===== config.mk =====
export PLATFORM = sky130hd
export DESIGN_NAME = speed_class_group_merger_unit_flat
export DESIGN_NICKNAME = d
export VERILOG_FILES = /design/src/design/scgm_pkg.sv /design/src/design/scgm_if.sv /design/src/design/scgm_front.sv /design/src/design/scgm_queue.sv /design/src/design/scgm_back.sv /design/src/design/speed_class_group_merger_unit.sv /design/src/flat_wrapper.sv
export SDC_FILE = /design/constraint.sdc
export NUM_CORES = 2
export LEC_CHECK = 0
export ABC_CLOCK_PERIOD_IN_PS = 24200
export BUFFER_PORTS_ARGS = -buffer_cell sky130_fd_sc_hd__buf_2
export CORE_ASPECT_RATIO = 1.4
export CORE_UTILIZATION = 45
export CTS_BUF_LIST = sky130_fd_sc_hd__clkbuf_4 sky130_fd_sc_hd__clkbuf_8 sky130_fd_sc_hd__clkbuf_16
export CTS_CLUSTER_DIAMETER = 50
export DETAILED_ROUTE_END_ITERATION = 12
export PLACE_DENSITY_LB_ADDON = 0.25
export SYNTH_ARGS = -nofsm -noshare
export SYNTH_HDL_FRONTEND = slang
export SYNTH_SLANG_ARGS = --single-unit

===== constraint.sdc =====
create_clock -name clk -period 24.2 [get_ports clk]
set_clock_uncertainty 0.15 [all_clocks]
set_input_delay 1.21 -clock clk [delete_from_list [all_inputs] [get_ports clk]]
set_output_delay 1.21 -clock clk [all_outputs]
set_load 0.005 [all_outputs]

===== src/design/scgm_pkg.sv =====
// Shared types and constants for the speed class group merger.
package scgm_pkg;

	localparam int DEF_NODES  = 16;
	localparam int DEF_GROUPS = 64;

	localparam int MODE_W   = 2;
	localparam int NODE_W   = 4;
	localparam int BW_W     = 32;
	localparam int RIDX_W   = 6;
	localparam int CLASS_W  = 7;
	localparam int LAND_W   = 6;
	localparam int MEMB_W   = 16;
	localparam int TOTAL_W  = 7;
	localparam int TOL_W    = 16;

	localparam logic [TOL_W-1:0]   TOL_RESET = 16'd6554;
	localparam logic [CLASS_W-1:0] CLASS_MAX = 7'd127;

	typedef enum logic [MODE_W-1:0] {
		MODE_ADD   = 2'd0,
		MODE_READ  = 2'd1,
		MODE_CLEAR = 2'd2,
		MODE_NONE  = 2'd3
	} mode_t;

	// Classified request handed from the front part to the back part.
	typedef struct packed {
		mode_t             mode;
		logic [NODE_W-1:0] node_a;
		logic [NODE_W-1:0] node_b;
		logic [RIDX_W-1:0] read_index;
		logic [CLASS_W-1:0] cls;
	} work_t;

	typedef struct packed {
		logic [CLASS_W-1:0] class_id;
		logic [LAND_W-1:0]  landed_group;
		logic [MEMB_W-1:0]  members;
		logic [TOTAL_W-1:0] groups_in_use;
		logic               entry_valid;
		logic               overflowed;
	} result_t;

	typedef enum logic [2:0] {
		ST_IDLE,
		ST_READ,
		ST_SCAN,
		ST_WRITE,
		ST_REPLY
	} back_state_t;

endpackage


===== src/design/scgm_if.sv =====
// Valid/ready channel interfaces for requests and results.
interface scgm_req_if;
	import scgm_pkg::*;
	logic              valid;
	logic              ready;
	logic [MODE_W-1:0] mode;
	logic [NODE_W-1:0] node_a;
	logic [NODE_W-1:0] node_b;
	logic [BW_W-1:0]   pair_bandwidth;
	logic [RIDX_W-1:0] read_index;
	modport source (output valid, mode, node_a, node_b, pair_bandwidth, read_index,
		input ready);
	modport sink (input valid, mode, node_a, node_b, pair_bandwidth, read_index,
		output ready);
endinterface

interface scgm_res_if;
	import scgm_pkg::*;
	logic               valid;
	logic               ready;
	logic [CLASS_W-1:0] class_id;
	logic [LAND_W-1:0]  landed_group;
	logic [MEMB_W-1:0]  members;
	logic [TOTAL_W-1:0] groups_in_use;
	logic               entry_valid;
	logic               overflowed;
	modport source (output valid, class_id, landed_group, members, groups_in_use,
		entry_valid, overflowed, input ready);
	modport sink (input valid, class_id, landed_group, members, groups_in_use,
		entry_valid, overflowed, output ready);
endinterface


===== src/design/scgm_front.sv =====
// Front part: accepts requests, runs the class test, feeds the work queue.
module scgm_front
	import scgm_pkg::*;
(
	input  logic              clk,
	input  logic              arst_n,
	input  logic [TOL_W-1:0]  tolerance,
	scgm_req_if.sink          req,
	output logic              wvalid,
	input  logic              wready,
	output work_t             wdata
);

	logic [BW_W-1:0]    prev_bw_q;
	logic               seen_q;
	logic [CLASS_W-1:0] class_q;
	logic               busy_q;
	work_t              hold_q;
	logic [BW_W-1:0]    bw_s1;
	logic [BW_W+16:0]   p_s1, lo_s1, hi_s1;
	logic               prod_q;
	logic [CLASS_W-1:0] cls_next;
	logic               out_q;
	logic               stage_q;

	assign req.ready = !busy_q;

	always_comb begin
		cls_next = class_q;
		if (seen_q && (p_s1 < lo_s1 || p_s1 > hi_s1) && class_q != CLASS_MAX)
			cls_next = class_q + 1'b1;
	end

	always_ff @(posedge clk) begin
		if (req.valid && req.ready) begin
			hold_q.mode       <= mode_t'(req.mode);
			hold_q.node_a     <= req.node_a;
			hold_q.node_b     <= req.node_b;
			hold_q.read_index <= req.read_index;
			bw_s1             <= req.pair_bandwidth;
		end
		p_s1  <= {1'b0, prev_bw_q, 16'd0};
		lo_s1 <= (BW_W+17)'(bw_s1) * (BW_W+17)'(17'h10000 - {1'b0, tolerance});
		hi_s1 <= (BW_W+17)'(bw_s1) * (BW_W+17)'(17'h10000 + {1'b0, tolerance});
		if (prod_q && hold_q.mode == MODE_ADD)
			hold_q.cls <= cls_next;
		else if (prod_q)
			hold_q.cls <= '0;
	end

	always_ff @(posedge clk or negedge arst_n) begin
		if (!arst_n) begin
			busy_q    <= 1'b0;
			prod_q    <= 1'b0;
			out_q     <= 1'b0;
			prev_bw_q <= '0;
			seen_q    <= 1'b0;
			class_q   <= '0;
		end else begin
			prod_q <= 1'b0;
			if (req.valid && req.ready) begin
				busy_q <= 1'b1;
			end
			if (prod_q) begin
				out_q <= 1'b1;
				unique case (hold_q.mode)
					MODE_ADD: begin
						class_q   <= cls_next;
						prev_bw_q <= bw_s1;
						seen_q    <= 1'b1;
					end
					MODE_CLEAR: begin
						class_q   <= '0;
						prev_bw_q <= '0;
						seen_q    <= 1'b0;
					end
					default: ;
				endcase
			end
			if (out_q && wready) begin
				out_q  <= 1'b0;
				busy_q <= 1'b0;
			end
			if (busy_q && !out_q && !prod_q && stage_q)
				prod_q <= 1'b1;
		end
	end

	// Delay the class step until the products are formed from the held bandwidth.
	always_ff @(posedge clk or negedge arst_n) begin
		if (!arst_n)
			stage_q <= 1'b0;
		else
			stage_q <= (req.valid && req.ready);
	end

	assign wvalid = out_q;
	assign wdata  = hold_q;

endmodule


===== src/design/scgm_queue.sv =====
// Two-entry queue between the front and back parts.
module scgm_queue
	import scgm_pkg::*;
(
	input  logic  clk,
	input  logic  arst_n,
	input  logic  in_valid,
	output logic  in_ready,
	input  work_t in_data,
	output logic  out_valid,
	input  logic  out_ready,
	output work_t out_data
);

	work_t      mem_q [2];
	logic       wp_q, rp_q;
	logic [1:0] cnt_q;

	assign in_ready  = cnt_q != 2'd2;
	assign out_valid = cnt_q != 2'd0;
	assign out_data  = mem_q[rp_q];

	always_ff @(posedge clk) begin
		if (in_valid && in_ready)
			mem_q[wp_q] <= in_data;
	end

	always_ff @(posedge clk or negedge arst_n) begin
		if (!arst_n) begin
			wp_q  <= 1'b0;
			rp_q  <= 1'b0;
			cnt_q <= '0;
		end else begin
			if (in_valid && in_ready)
				wp_q <= !wp_q;
			if (out_valid && out_ready)
				rp_q <= !rp_q;
			cnt_q <= cnt_q + 2'(in_valid && in_ready) - 2'(out_valid && out_ready);
		end
	end

endmodule


===== src/design/scgm_back.sv =====
// Back part: group table memory, merge and compaction sweep, result register.
module scgm_back
	import scgm_pkg::*;
#(
	parameter int NODES  = DEF_NODES,
	parameter int GROUPS = DEF_GROUPS
) (
	input  logic   clk,
	input  logic   arst_n,
	input  logic   wvalid,
	output logic   wready,
	input  work_t  wdata,
	scgm_res_if.source res
);

	localparam int GI_W = $clog2(GROUPS);
	localparam int GT_W = $clog2(GROUPS + 1);

	logic [NODES-1:0]   mem_m [GROUPS];
	logic [CLASS_W-1:0] mem_c [GROUPS];
	logic [NODES-1:0]   rd_m_q;
	logic [CLASS_W-1:0] rd_c_q;

	back_state_t        state_q, state_d;
	work_t              cur_q;
	logic [GT_W-1:0]    total_q;
	logic [GT_W-1:0]    ri_q, wi_q;
	logic               found_q;
	logic [GI_W-1:0]    first_q;
	logic [NODES-1:0]   acc_q;
	logic               rd_pend_q;
	logic               res_valid_q;
	result_t            res_q;

	logic [NODES-1:0]   pair;
	logic               hit;
	logic [GI_W-1:0]    rd_addr;
	logic               we;
	logic [GI_W-1:0]    wa;
	logic [NODES-1:0]   wm;
	logic [CLASS_W-1:0] wc;

	always_comb begin
		pair = '0;
		if (32'(cur_q.node_a) < NODES)
			pair[cur_q.node_a[$clog2(NODES)-1:0]] = 1'b1;
		if (32'(cur_q.node_b) < NODES)
			pair[cur_q.node_b[$clog2(NODES)-1:0]] = 1'b1;
	end

	assign hit = rd_c_q == cur_q.cls && (rd_m_q & pair) != '0;

	always_ff @(posedge clk) begin
		rd_m_q <= mem_m[rd_addr];
		rd_c_q <= mem_c[rd_addr];
		if (we) begin
			mem_m[wa] <= wm;
			mem_c[wa] <= wc;
		end
	end

	assign wready = state_q == ST_IDLE && !res_valid_q;

	always_comb begin
		state_d = state_q;
		rd_addr = ri_q[GI_W-1:0];
		we = 1'b0;
		wa = wi_q[GI_W-1:0];
		wm = rd_m_q;
		wc = rd_c_q;
		unique case (state_q)
			ST_IDLE: begin
				rd_addr = wdata.read_index[GI_W-1:0];
				if (wvalid && wready) begin
					priority if (wdata.mode == MODE_READ) state_d = ST_READ;
					else if (wdata.mode == MODE_ADD) state_d = ST_SCAN;
					else state_d = ST_REPLY;
				end
			end
			ST_READ: state_d = ST_REPLY;
			ST_SCAN: begin
				if (rd_pend_q) begin
					if (hit && found_q) begin
					end else if (hit) begin
						we = 1'b1;
						wm = rd_m_q | pair;
					end else begin
						we = 1'b1;
					end
				end
				if (pair == '0 || (ri_q >= total_q && !rd_pend_q))
					state_d = ST_WRITE;
			end
			ST_WRITE: begin
				we = pair != '0 && (found_q || total_q < GT_W'(GROUPS));
				wa = found_q ? first_q : total_q[GI_W-1:0];
				wm = found_q ? acc_q : pair;
				wc = cur_q.cls;
				state_d = ST_REPLY;
			end
			ST_REPLY: if (!res_valid_q || res.ready) state_d = ST_IDLE;
			default: state_d = ST_IDLE;
		endcase
		if (state_q == ST_REPLY) state_d = ST_IDLE;
	end

	always_ff @(posedge clk or negedge arst_n) begin
		if (!arst_n) begin
			state_q     <= ST_IDLE;
			total_q     <= '0;
			res_valid_q <= 1'b0;
			rd_pend_q   <= 1'b0;
			found_q     <= 1'b0;
			ri_q        <= '0;
			wi_q        <= '0;
		end else begin
			state_q <= state_d;
			if (res_valid_q && res.ready)
				res_valid_q <= 1'b0;
			unique case (state_q)
				ST_IDLE: begin
					if (wvalid && wready) begin
						cur_q     <= wdata;
						ri_q      <= '0;
						wi_q      <= '0;
						found_q   <= 1'b0;
						rd_pend_q <= 1'b0;
					end
				end
				ST_SCAN: begin
					rd_pend_q <= ri_q < total_q;
					if (ri_q < total_q) ri_q <= ri_q + 1'b1;
					if (rd_pend_q) begin
						if (hit && found_q) begin
							acc_q <= acc_q | rd_m_q;
						end else if (hit) begin
							found_q <= 1'b1;
							first_q <= wi_q[GI_W-1:0];
							acc_q   <= rd_m_q | pair;
							wi_q    <= wi_q + 1'b1;
						end else begin
							wi_q <= wi_q + 1'b1;
						end
					end
				end
				ST_WRITE: begin
					res_q.class_id <= cur_q.cls;
					res_q.entry_valid <= 1'b0;
					res_q.overflowed <= 1'b0;
					res_q.landed_group <= '0;
					res_q.members <= '0;
					if (pair == '0) begin
					end else if (found_q) begin
						total_q <= wi_q;
						res_q.landed_group <= LAND_W'(first_q);
						res_q.members <= MEMB_W'(acc_q);
						res_q.entry_valid <= 1'b1;
						res_q.groups_in_use <= TOTAL_W'(wi_q);
					end else if (total_q < GT_W'(GROUPS)) begin
						total_q <= total_q + 1'b1;
						res_q.landed_group <= LAND_W'(total_q);
						res_q.members <= MEMB_W'(pair);
						res_q.entry_valid <= 1'b1;
					end else begin
						res_q.overflowed <= 1'b1;
					end
					if (!(pair != '0 && found_q))
						res_q.groups_in_use <= TOTAL_W'(total_q + GT_W'(pair != '0
							&& !found_q && total_q < GT_W'(GROUPS)));
					res_valid_q <= 1'b1;
				end
				ST_READ: begin
					res_q.landed_group <= cur_q.read_index;
					res_q.overflowed <= 1'b0;
					res_q.groups_in_use <= TOTAL_W'(total_q);
					if (GT_W'(cur_q.read_index) < total_q && 32'(cur_q.read_index) < GROUPS) begin
						res_q.class_id <= rd_c_q;
						res_q.members <= MEMB_W'(rd_m_q);
						res_q.entry_valid <= 1'b1;
					end else begin
						res_q.class_id <= '0;
						res_q.members <= '0;
						res_q.entry_valid <= 1'b0;
					end
					res_valid_q <= 1'b1;
				end
				default: ;
			endcase
			if (state_q == ST_IDLE && wvalid && wready && wdata.mode != MODE_READ
					&& wdata.mode != MODE_ADD) begin
				res_q <= '0;
				if (wdata.mode == MODE_CLEAR)
					total_q <= '0;
				else
					res_q.groups_in_use <= TOTAL_W'(total_q);
				res_valid_q <= 1'b1;
			end
		end
	end

	assign res.valid         = res_valid_q;
	assign res.class_id      = res_q.class_id;
	assign res.landed_group  = res_q.landed_group;
	assign res.members       = res_q.members;
	assign res.groups_in_use = res_q.groups_in_use;
	assign res.entry_valid   = res_q.entry_valid;
	assign res.overflowed    = res_q.overflowed;

endmodule


===== src/design/speed_class_group_merger_unit.sv =====
// Top level of the speed class group merger.
// Usage:
//   req: valid/ready request channel carrying mode, node_a, node_b,
//   pair_bandwidth and read_index. res: valid/ready result channel, one
//   result per request. cfg_we/cfg_wdata write class_tolerance (Q0.16).
// The result of an add waits for the group table sweep, which compares, merges
//   and compacts one stored entry per cycle; a clear or a read skips the sweep,
//   and so does an add with an empty pair. The group table has one read port
//   and one write port.
// Flow: req.ready drops after each request until its work item enters the queue;
//   one request at a time through the back part; the front part classifies the next
//   request while the back part sweeps, through a two-entry queue.
// Reset clears the group count, the class counter and the tolerance to its
//   default; the table contents are not cleared, and entries past the group
//   count are never used.
// A stalled receiver holds the result register; the back part then waits
//   and the queue fills before req.ready stays low.
module speed_class_group_merger_unit
	import scgm_pkg::*;
#(
	parameter int NODES  = DEF_NODES,
	parameter int GROUPS = DEF_GROUPS
) (
	input  logic             clk,
	input  logic             arst_n,
	input  logic             cfg_we,
	input  logic [TOL_W-1:0] cfg_wdata,
	scgm_req_if.sink         req,
	scgm_res_if.source       res
);

	logic [TOL_W-1:0] tol_q;
	logic  f_valid, f_ready, b_valid, b_ready;
	work_t f_data, b_data;

	always_ff @(posedge clk or negedge arst_n) begin
		if (!arst_n)
			tol_q <= TOL_RESET;
		else if (cfg_we)
			tol_q <= cfg_wdata;
	end

	scgm_front u_front (
		.clk, .arst_n, .tolerance(tol_q), .req,
		.wvalid(f_valid), .wready(f_ready), .wdata(f_data)
	);

	scgm_queue u_queue (
		.clk, .arst_n,
		.in_valid(f_valid), .in_ready(f_ready), .in_data(f_data),
		.out_valid(b_valid), .out_ready(b_ready), .out_data(b_data)
	);

	scgm_back #(.NODES(NODES), .GROUPS(GROUPS)) u_back (
		.clk, .arst_n,
		.wvalid(b_valid), .wready(b_ready), .wdata(b_data), .res
	);

endmodule


===== src/flat_wrapper.sv =====
// flat-port wrapper written by rule: the top's interface ports become plain ports
module speed_class_group_merger_unit_flat import scgm_pkg::*;
#(
	parameter int NODES  = DEF_NODES,
	parameter int GROUPS = DEF_GROUPS
)
  (clk, arst_n, cfg_we, cfg_wdata, req_valid, req_mode, req_node_a, req_node_b, req_pair_bandwidth, req_read_index, req_ready, res_valid, res_class_id, res_landed_group, res_members, res_groups_in_use, res_entry_valid, res_overflowed, res_ready);
  scgm_req_if req_i ();
  scgm_res_if res_i ();
  input  logic clk;
  input  logic arst_n;
  input  logic cfg_we;
  input  logic [TOL_W-1:0] cfg_wdata;
  input wire logic [$bits(req_i.valid)-1:0] req_valid;
  input wire logic [$bits(req_i.mode)-1:0] req_mode;
  input wire logic [$bits(req_i.node_a)-1:0] req_node_a;
  input wire logic [$bits(req_i.node_b)-1:0] req_node_b;
  input wire logic [$bits(req_i.pair_bandwidth)-1:0] req_pair_bandwidth;
  input wire logic [$bits(req_i.read_index)-1:0] req_read_index;
  output wire logic [$bits(req_i.ready)-1:0] req_ready;
  output wire logic [$bits(res_i.valid)-1:0] res_valid;
  output wire logic [$bits(res_i.class_id)-1:0] res_class_id;
  output wire logic [$bits(res_i.landed_group)-1:0] res_landed_group;
  output wire logic [$bits(res_i.members)-1:0] res_members;
  output wire logic [$bits(res_i.groups_in_use)-1:0] res_groups_in_use;
  output wire logic [$bits(res_i.entry_valid)-1:0] res_entry_valid;
  output wire logic [$bits(res_i.overflowed)-1:0] res_overflowed;
  input wire logic [$bits(res_i.ready)-1:0] res_ready;
  assign req_i.valid = req_valid;
  assign req_i.mode = req_mode;
  assign req_i.node_a = req_node_a;
  assign req_i.node_b = req_node_b;
  assign req_i.pair_bandwidth = req_pair_bandwidth;
  assign req_i.read_index = req_read_index;
  assign req_ready = req_i.ready;
  assign res_valid = res_i.valid;
  assign res_class_id = res_i.class_id;
  assign res_landed_group = res_i.landed_group;
  assign res_members = res_i.members;
  assign res_groups_in_use = res_i.groups_in_use;
  assign res_entry_valid = res_i.entry_valid;
  assign res_overflowed = res_i.overflowed;
  assign res_i.ready = res_ready;
  speed_class_group_merger_unit #(.NODES(NODES), .GROUPS(GROUPS)) u_core (.clk(clk), .arst_n(arst_n), .cfg_we(cfg_we), .cfg_wdata(cfg_wdata), .req(req_i), .res(res_i));
endmodule

==> run_results.csv <==
group,metric,value,unit
logic_synthesis,synth_edf_count,1654,
route,vias,63800,
outcome,status,"finished clean",
hold_path,hp-class,"input port to async pin",
logic_synthesis,synth-seq-cells,1897,
route,dr.pass1.iters,8,
clock_network,cts_tree,"done",
critical_path,required,24.72,ns
critical_path,max_stage_delay,1.05,ns
global_routing,met1_usage,28.2,%
logic_synthesis,synth_area,0.108,sq mm
route,drtAntennaViolNets,0,
critical_path,r2r-end,"u_core.u_front.lo_s1[46]$_DFF_P_",
critical_path,endpoint_kind,"flop",
timing,rsz0062_at_grt,"false",
flow_run,maxCapViolations,0,
logic_synthesis,synthTopCellsByCount,"edfxtp_1 (1,654), inv_1 (1,136), fa_1 (900)",
clock_network,cts_buffers,200,
clock_network,cts_root_buf,"clkbuf_16",
placement,postPlaceCellArea,0.113,sq mm
critical_path,worst_r2r_path_depth,31,
route,avgViaCountPerCell,5.63,
layout,fin_nets,9328,
layout,final_layout_size_suffix_gt1_share,14.4,%
global_routing,antenna_found_initial,10,
global_routing,grt_usage,24.5,%
critical_path,cp.arrival,10.24,ns
clock_network,cts.sinks,1897,
route,drc,0,
timing,fmax,0.103,GHz
global_routing,grt_max_degree,103,
logic_synthesis,async_flop_share,4.80,%
timing,hold_violations,0,
clock_network,clk_pin_slew_worst_paths,0.06,ns
timing,setup_tns,0,ns
logic_synthesis,synth_warnings,0,
placement,io_buffer_count,108,
timing,worst_pin_slew,1.45,ns
critical_path,cp_max_fo,36,
timing,setup_viol,0,
global_routing,overflow,0,
timing,slew_headroom,2.58,%
placement,gp_congestion,0.902,
critical_path,worstSetupStartpoint,"u_core.tol_q[4]$_DFFE_PN1P_",
global_routing,grt.busiest_layer,"met2",
critical_path,crit_end,"u_core.u_front.lo_s1[46]$_DFF_P_",
critical_path,reg2reg_setup_slack,14.48,ns
logic_synthesis,synth.most_common_cell,"edfxtp_1",
global_routing,grt_pass1_wl,440000,um
critical_path,path_delay_family,"adder cells",
logic_synthesis,synth_cell_type_count,84,
logic_synthesis,synth_largest_area_cell,"edfxtp_1",
logic_synthesis,synth_nets,9255,
global_routing,use_met2,44.5,%
logic_synthesis,yosysTopAreaCellShare,45.8,%
critical_path,r2r-start,"u_core.tol_q[4]$_DFFE_PN1P_",
logic_synthesis,synth_area_leaders,"edfxtp_1 (46%), fa_1 (17%), mux4_2 (7.6%)",
floorplan,die_area,0.243,sq mm
layout,syn2layout_area_growth,10.5,%
clock_network,cts-htree-levels,4,
critical_path,criticalPathCategory,"flop to flop",
timing,hold_ws,0.148,ns
floorplan,rows,212,
logic_synthesis,synth_area_per_cell,13.7,sq um
clock_network,cts_resized,0,
route,wl_per_cell,25.9,um
clock_network,insertion_delay,0.88,ns
global_routing,grt_pass1_vias,68700,
clock_network,hold_buffers,0,
placement,place_hpwl,198000,um
timing,final_max_slew_viol_count,0,
logic_synthesis,seq_area_frac_synth,50.7,%
clock_network,cts_setup_buffers,0,
logic_synthesis,postSynthCellCount,7906,
logic_synthesis,synth_ff_type,"edfxtp_1",
timing,min_period,9.72,ns
floorplan,io_pins,109,
floorplan,coreArea,0.239,sq mm
global_routing,grt_util_met3,3.10,%
floorplan,start_util,45.4,%
layout,final_core_util,50.1,%
critical_path,cp_num_buf_inv,6,
route,drt-initial-drc-count,5170,
floorplan,die_y,583,um
critical_path,crit_slowest_cell,"o41ai_1",
route,routed_wl,294000,um
floorplan,die_w,417,um
critical_path,crit_cells,31,
critical_path,start_kind,"flop",
timing,timing.final.crit_share,40.2,%
layout,final_area,0.120,sq mm
clock_network,clockBufferDepth,4,
critical_path,crit_path_frequent_cell,"fa_1",
[cell usage in the layout, fill, tap and decap left out, drive strengths merged, types with 43 or more instances in the layout]
cell type | netlist | routed
fa | 900 | 900
clkinv | 1 | 58
dfxtp | 152 | 152
a21oi | 218 | 218
xnor2 | 75 | 75
and2 | 435 | 435
xor2 | 44 | 44
nor2 | 203 | 203
mux2 | 43 | 43
a21o | 72 | 72
ha | 380 | 380
mux4 | 368 | 368
mux2i | 134 | 134
buf | 104 | 290
inv | 1136 | 1156
a211oi | 173 | 173
clkbuf | 315 | 250
edfxtp | 1654 | 1654
o21ai | 103 | 103
nand2 | 798 | 798
nor2b | 116 | 116
dfrtp | 84 | 84
[worst min-delay path by stage]
stage / end / slack, ns
after detailed placement: u_core.u_front.p_s1[37]$_DFF_P_ / 0.20
after global placement: u_core.u_front.p_s1[34]$_DFF_P_ / 0.20
after global routing: u_core.u_back.ri_q[5]$_DFFE_PN0P_ / 0.12
final: u_core.u_back.ri_q[5]$_DFFE_PN0P_ / 0.15
after CTS: u_core.u_back.ri_q[5]$_DFFE_PN0P_ / 0.1
after floorplan: u_core.u_front.p_s1[16]$_DFF_P_ / 0.20
[stage by stage]
stage	instances	worst slack [ns]
2_1_floorplan	7906	16.19
3_3_place_gp	11000	14.74
3_5_place_dp	11000	14.65
4_1_cts	11300	14.65
5_1_grt	11300	14.17
6_report	11300	14.48
[routing by layer]
metal	vias up	share of wire, %
met1	33800	36
met5	-	0.0071
met2	2048	53
li1	27300	-
met4	4	5.8
met3	662	5.1
[cell families after synthesis]
group / share of synthesized area [%]
buffers and inverters: 5.52
AO/OA/AOI/OAI: 4.56
AND/OR/NAND/NOR: 7.92
adder cells (fa/ha/maj): 21.0
flip-flops: 50.7
multiplexers: 9.33
XOR/XNOR: 0.961
[worst reg2reg max path: cells and delay by family (launching register included)]
kind / cells / cell delay (ns)
compound gates: 7 / 2.05
xor+xnor: 2 / 0.26
fa+ha+maj: 7 / 3.39
buf+inv: 6 / 0.68
flops: 1 / 0.61
simple gates: 9 / 2.46
[cell type report]
cell class | instances | area [sq um]
well taps | 3210 | 4020
flip-flops and latches | 1897 | 55000
inverters | 1137 | 4270
fillers | 20400 | 119000
multi-input cells | 4453 | 48100
clock inverters | 101 | 1040
repair buffers | 290 | 1990
clock buffers | 250 | 5410
diodes | 4 | 10.0
[state kept, by name, summed over array words and instances (netlist names), 21 cells and up]
signal                    count
u_core.u_back.cur_q          21
u_core.u_back.mem_c         448
u_core.u_back.mem_m        1024
u_core.u_front.bw_s1         32
u_core.u_front.hi_s1         49
u_core.u_front.lo_s1         48
u_core.u_front.p_s1          32
u_core.u_front.prev_bw_q     32
u_core.u_front.wdata         23
u_core.u_queue.mem_q         46
Power is not shown: default switching activity piles up to over one toggle a cycle in this logic, so the estimate is an artifact.
